File: src/rtl/tcs_pkg.sv
`timescale 1ns / 1ps
// ----------------------------------------------------------------------------
// tcs_pkg
// Shared types, constants and helpers of the text console scrollback core.
// ----------------------------------------------------------------------------
package tcs_pkg;

   // console geometry
   localparam int COLUMNS      = 80;
   localparam int VISIBLE_ROWS = 25;
   localparam int HISTORY_ROWS = 125;

   localparam int ROW_W  = $clog2(HISTORY_ROWS);
   localparam int COL_W  = $clog2(COLUMNS);
   localparam int CELLS  = HISTORY_ROWS * COLUMNS;
   localparam int ADDR_W = $clog2(CELLS);
   localparam int CELL_W = 16;
   localparam int BACK_ROWS = (VISIBLE_ROWS - 1) % HISTORY_ROWS;

   // character and cell codes
   localparam logic [7:0]        NEWLINE_CODE    = 8'd10;
   localparam logic [CELL_W-1:0] BLANK_CELL      = 16'h0720;
   localparam logic [7:0]        RESET_ATTRIBUTE = 8'd15;

   // configuration port
   localparam int CSR_ADDR_W = 3;
   localparam logic CSR_IDX_DEFAULT_ATTR = 1'b0;

   typedef enum logic [1:0] {
      FUNC_PUT       = 2'd0,
      FUNC_VIEW_UP   = 2'd1,
      FUNC_VIEW_DOWN = 2'd2,
      FUNC_READ      = 2'd3
   } func_type;

   typedef struct packed {
      logic [1:0] func;
      logic [7:0] char_code;
      logic [7:0] attribute;
      logic       use_default;
      logic [4:0] view_line;
      logic [6:0] view_column;
   } req_type;

   typedef struct packed {
      logic [15:0] cell_entry;
      logic [6:0]  write_row;
      logic [6:0]  write_column;
      logic [6:0]  view_top;
   } rsp_type;

   // controller to datapath
   typedef struct packed {
      logic load;
      logic exec;
      logic clear;
      logic capture;
   } tcs_cmd_type;

   // datapath to controller
   typedef struct packed {
      logic advance;
      logic read_hit;
      logic clear_last;
   } tcs_sts_type;

   // view top that puts the given row on the bottom visible line
   function automatic logic [ROW_W-1:0] bottom_aligned_top(input logic [ROW_W-1:0] row);
      logic [ROW_W:0] sum;
      sum = {1'b0, row} + (ROW_W+1)'(HISTORY_ROWS - BACK_ROWS);
      if (sum >= (ROW_W+1)'(HISTORY_ROWS)) begin
         sum = sum - (ROW_W+1)'(HISTORY_ROWS);
      end
      return sum[ROW_W-1:0];
   endfunction

endpackage

File: src/rtl/tcs_ctrl.sv
`timescale 1ns / 1ps
// ----------------------------------------------------------------------------
// tcs_ctrl
// Sequencer of the console: request intake, row clear sweeps, read wait.
// ----------------------------------------------------------------------------
module tcs_ctrl import tcs_pkg::*; (
   input  logic        clock,
   input  logic        reset,
   input  logic        start,
   output logic        busy,
   output logic        rsp_valid,
   output tcs_cmd_type cmd,
   input  tcs_sts_type sts
);

   typedef enum logic [2:0] {
      ST_INIT,
      ST_IDLE,
      ST_EXEC,
      ST_CLEAR,
      ST_READ
   } state_type;

   state_type state_ff;
   logic      rsp_valid_ff;

   always_ff @(posedge clock) begin
      if (reset) begin
         state_ff     <= ST_INIT;
         rsp_valid_ff <= 1'b0;
      end else begin
         rsp_valid_ff <= 1'b0;
         case (state_ff)
            ST_INIT: begin
               // row 0 is the first write row and needs a clean start
               if (sts.clear_last) begin
                  state_ff <= ST_IDLE;
               end
            end
            ST_IDLE: begin
               if (start) begin
                  state_ff <= ST_EXEC;
               end
            end
            ST_EXEC: begin
               if (sts.advance) begin
                  state_ff <= ST_CLEAR;
               end else if (sts.read_hit) begin
                  state_ff <= ST_READ;
               end else begin
                  state_ff     <= ST_IDLE;
                  rsp_valid_ff <= 1'b1;
               end
            end
            ST_CLEAR: begin
               if (sts.clear_last) begin
                  state_ff     <= ST_IDLE;
                  rsp_valid_ff <= 1'b1;
               end
            end
            ST_READ: begin
               state_ff     <= ST_IDLE;
               rsp_valid_ff <= 1'b1;
            end
            default: begin
               state_ff <= ST_INIT;
            end
         endcase
      end
   end

   always_comb begin
      cmd.load    = (state_ff == ST_IDLE) && start;
      cmd.exec    = (state_ff == ST_EXEC);
      cmd.clear   = (state_ff == ST_INIT) || (state_ff == ST_CLEAR);
      cmd.capture = (state_ff == ST_READ);
   end

   assign busy      = (state_ff != ST_IDLE);
   assign rsp_valid = rsp_valid_ff;

endmodule

File: config.mk
export PLATFORM = sky130hd
export DESIGN_NAME = tcs_ctrl
export DESIGN_NICKNAME = d
export VERILOG_FILES = /design/src/rtl/tcs_pkg.sv /design/src/rtl/tcs_ctrl.sv
export SDC_FILE = /design/constraint.sdc
export NUM_CORES = 1
export LEC_CHECK = 0
export ABC_CLOCK_PERIOD_IN_PS = 1300
export BUFFER_PORTS_ARGS = -buffer_cell sky130_fd_sc_hd__buf_2
export CAP_MARGIN = 20
export CELL_PAD_IN_SITES_DETAIL_PLACEMENT = 0
export CELL_PAD_IN_SITES_GLOBAL_PLACEMENT = 2
export CORE_AREA = 2 2 39 41
export DETAILED_ROUTE_END_ITERATION = 10
export DIE_AREA = 0 0 41 43
export HOLD_SLACK_MARGIN = 0.12
export PLACE_DENSITY_LB_ADDON = 0.1
export SKIP_CTS_REPAIR_TIMING = 1
export SLEW_MARGIN = 0
export SYNTH_ARGS = -nofsm -noshare
export SYNTH_HDL_FRONTEND = slang
export SYNTH_SLANG_ARGS = --single-unit
export TNS_END_PERCENT = 100
File: constraint.sdc
create_clock -name clock -period 1.3 [get_ports clock]
set_input_delay 0.065 -clock clock [delete_from_list [all_inputs] [get_ports clock]]
set_output_delay 0.065 -clock clock [all_outputs]
set_load 0.05 [all_outputs]
# Yosys cells after proc, flatten, opt, wreduce, memory -nomap -nowiden
# Index checks and enable logic that the tools add are counted.
# Widths: inputs -> output; s select.
# classes
n_reduce_logical	5
mux	9
n_eq_ne	7
# op_table
cell	n
$mux 3	4
$pmux 3 s4	1
$eq 3x2->1 const B	2
$eq 3x1->1 const B	1
$eq 3x3->1 const B	1
$logic_not 3->1	1
$mux 1	3
$ne 3x1->1 const B	1
$pmux 1 s3	1
$ne 2x1->1 const B	1
$ne 2x2->1 const B	1
$reduce_and 2->1	1
$reduce_or 2->1	1
$logic_and 1x1->1	1
$logic_or 1x1->1	1
# word_totals
word_cells	23
inputBits	6
output_inout_bits	6
register_bits	4

# Depth between registers and ports, before layout
# depth
ltp_word	4
depth_mapped	3
mapped_depth_nobuf	3

# Worst setup path after synthesis
# OpenSTA, ideal clock, no wires.
# synth_path
kind	reg2out
startpoint	register state_ff[0]
endpoint	output port cmd[1] (netlist bit)
required_ns	1.235
t_arrival_ns	1.732
n_path_buf	0
path_stages_with_launch	3
slack_ns	-0.497
path_cell_list	dfxtp_1 -> and2b_1 -> nor3_1
# synth_rtl
element	line	rtl
from (decl)	tcs_ctrl.sv:24	state_type state_ff;
from (signal assigned)	tcs_ctrl.sv:29	state_ff <= ST_INIT;
from (signal assigned)	tcs_ctrl.sv:37	state_ff <= ST_IDLE;
from (signal assigned)	tcs_ctrl.sv:42	state_ff <= ST_EXEC;
to (decl)	tcs_ctrl.sv:12	output tcs_cmd_type cmd,

==> metrics <==
die width=41 microns; Die Y=43 microns; die outline area=0.001763 sq mm; number of detailed-route iterations in the first pass=2; Synth area leaders=dfxtp_1, and2b_1, nor3b_2; initial cell density of the core=17.45%; uppermost routed layer=met3; later-pin clock latency in the skew report=0.23 ns; post-detailed-route count of antenna-violating nets=0; Syn Nets=35; sequential power share=32.3%; register area share after synthesis=33.16%; CP arrival=1.17 ns; Syn Inst Count=29; Comb power frac=31.2%; Psw=138.7 uW; I/O pin count=12; Leakage=0.1724 nW; commonest non-fill, non-tap cell in the layout=buf_2; Root Buffer=clkbuf_4; via count=265; Placement Setup Slack=0.2316 ns; diode count=0; gpl congestion=0.6762; highest-count cells in the layout ignoring fill and taps=buf_2, and2b_1, clkbuf_4, nand2_1; Tcrit/Tclk final=95.11%; crit-path max FO=8; Net Sw Frac=32.89%; synth warn=0; total global-route track usage=9.127%; synthesized area=241.5 sq um; Worst Path Class, Setup=register to primary output; CTS tree=done; number of buffers created by CTS=3; Via-to-Cell Ratio=4.274; clk slew on worst S/H paths=0.04 ns; drt total wl=637 microns; vias in the first global route=266; metal2 WL=311 microns; DR WL met3=49 microns; share of cells above drive strength 1=45.65%; M1 WL=276 microns; first-pass GRT wire length=1.076 mm; worst setup margin=0.06357 ns; Min-Delay Path Class=input pin to register; H-tree Lvls=1; Mapped Avg Cell Area=8.327 sq um; count of pins over their slew limit=0; Port Buf Inserts=11; area of the core=0.001384 sq mm; fmax=0.8088 GHz; PwrDens=1043 mW/mm^2; RSZ-0062 raised after global routing=no; std cell rows=14; Seq cells post-synth=4; IR drop worst, VDD=0.3075 mV; clock share of power=36.5%; Cell variety after synth=16; # clock sinks=4; DRC violations left=0; initial antenna violation count=0; Starting DRT DRC Count=2; final net count=54; Final Hold Fails=0; Cells after DPL=57; final setup vio count=0; outcome=complete, no violations; top-area cell type share of the netlist area=33.16%; actual slew at the worst max-slew pin=0.2511 ns; largest net degree at the start of global routing=10; Area Growth Syn to Fin=67.36%; CTS Buffer Depth=2; skew final=0.001392 ns; CP endpoint kind=primary output; CP Data Required Time=1.24 ns; Finished Layout Cells=62; max cap viols=0; Worst setup SP type=register; Worst slew margin=83.38%; post-layout minimum cycle time=1.236 ns; gr ovfl total=0; Internal=283.0 uW; routed len/inst=10.27 microns; post-synth top area cell=dfxtp_1
flip-flops by register name, summed over array words and instances, names as in the netlist:
register   flops
rsp_valid      1
state_ff       3
final cells by class:
cell class / count / area (sq um)
Inverter: 1 / 3.754
Fill cell: 161 / 979.7
Sequential cell: 4 / 82.58
Timing Repair Buffer: 14 / 93.84
Multi-Input combinational cell: 24 / 181.4
Clock buffer: 3 / 22.52
Tap cell: 16 / 20.02
path summary, 6_finish.rpt:
kind              cells after the start  slack [ns]                       end                     start
setup / recovery                      4        0.06                    cmd[1]  state_ff[0]$_SDFFE_PP0P_
hold / removal                        3        0.11  state_ff[2]$_SDFFE_PP0P_                    sts[1]
setup reg to reg                      3        0.25      rsp_valid$_SDFF_PP0_  state_ff[2]$_SDFFE_PP0P_
hold reg to reg                       1        0.56  state_ff[1]$_SDFFE_PP0P_  state_ff[2]$_SDFFE_PP0P_
cells by family (layout without fill, tap and decap cells):
logic type / count (synthesis) / after routing / synth area share [%]
DFF: 4 / 4 / 33.16
AOI/OAI and AO/OA: 7 / 7 / 16.58
buffers and inverters: 1 / 18 / 1.553
and+or+nand+nor: 17 / 17 / 48.71
worst max-delay path, cell delays in order (launching register included):
cell and delay, ns:
dfxtp_1 0.30, buf_4 0.17, and2b_1 0.18, nor3_4 0.11, buf_6 0.17
power by group through the flow:
stage | Combinational, mW | Clock, mW | Sequential [mW]
after floorplan | 0.0787 | 0 | 0.145
after global placement | 0.120 | 0 | 0.139
after detailed placement | 0.120 | 0 | 0.138
after CTS | 0.121 | 0.160 | 0.136
after global routing | 0.141 | 0.163 | 0.138
final | 0.132 | 0.154 | 0.136
cells in the mapped netlist:
cell type	instances
nand2b_1	1
a211oi_1	1
nor3b_2	2
nor4b_2	1
nor2_1	2
inv_1	1
dfxtp_1	4
and2b_1	4
o21ai_0	2
a21oi_1	1
a31oi_1	2
nor2b_1	1
nor3_1	2
and3_1	1
nand2_1	3
o21ai_1	1
through the flow:
| step | area, sq um | setup TNS (ns) | hold slack [ns] | power (mW) | utilization, % |
|---|---|---|---|---|---|
| 5_1_grt | 404.1 | 0 | 0.1416 | 0.4419 | 29.20 |
| 3_3_place_gp | 350.3 | 0 | 0.2827 | 0.2588 | 25.32 |
| 3_5_place_dp | 350.3 | 0 | 0.2818 | 0.2574 | 25.32 |
| 2_1_floorplan | 267.8 | 0 | 0.1282 | 0.2235 | - |
| 4_1_cts | 372.9 | -0.02909 | 0.03505 | 0.4172 | 26.94 |
| 6_report | 404.1 | 0 | 0.1076 | 0.4216 | 29.20 |
metal layers:
layer  up-vias  track usage (%)
li1        138                -
met1       119            11.86
met2         8            11.88
met3         0            3.665
met4         0            6.000
met5         -                0
(Power assumes the default switching activity.)
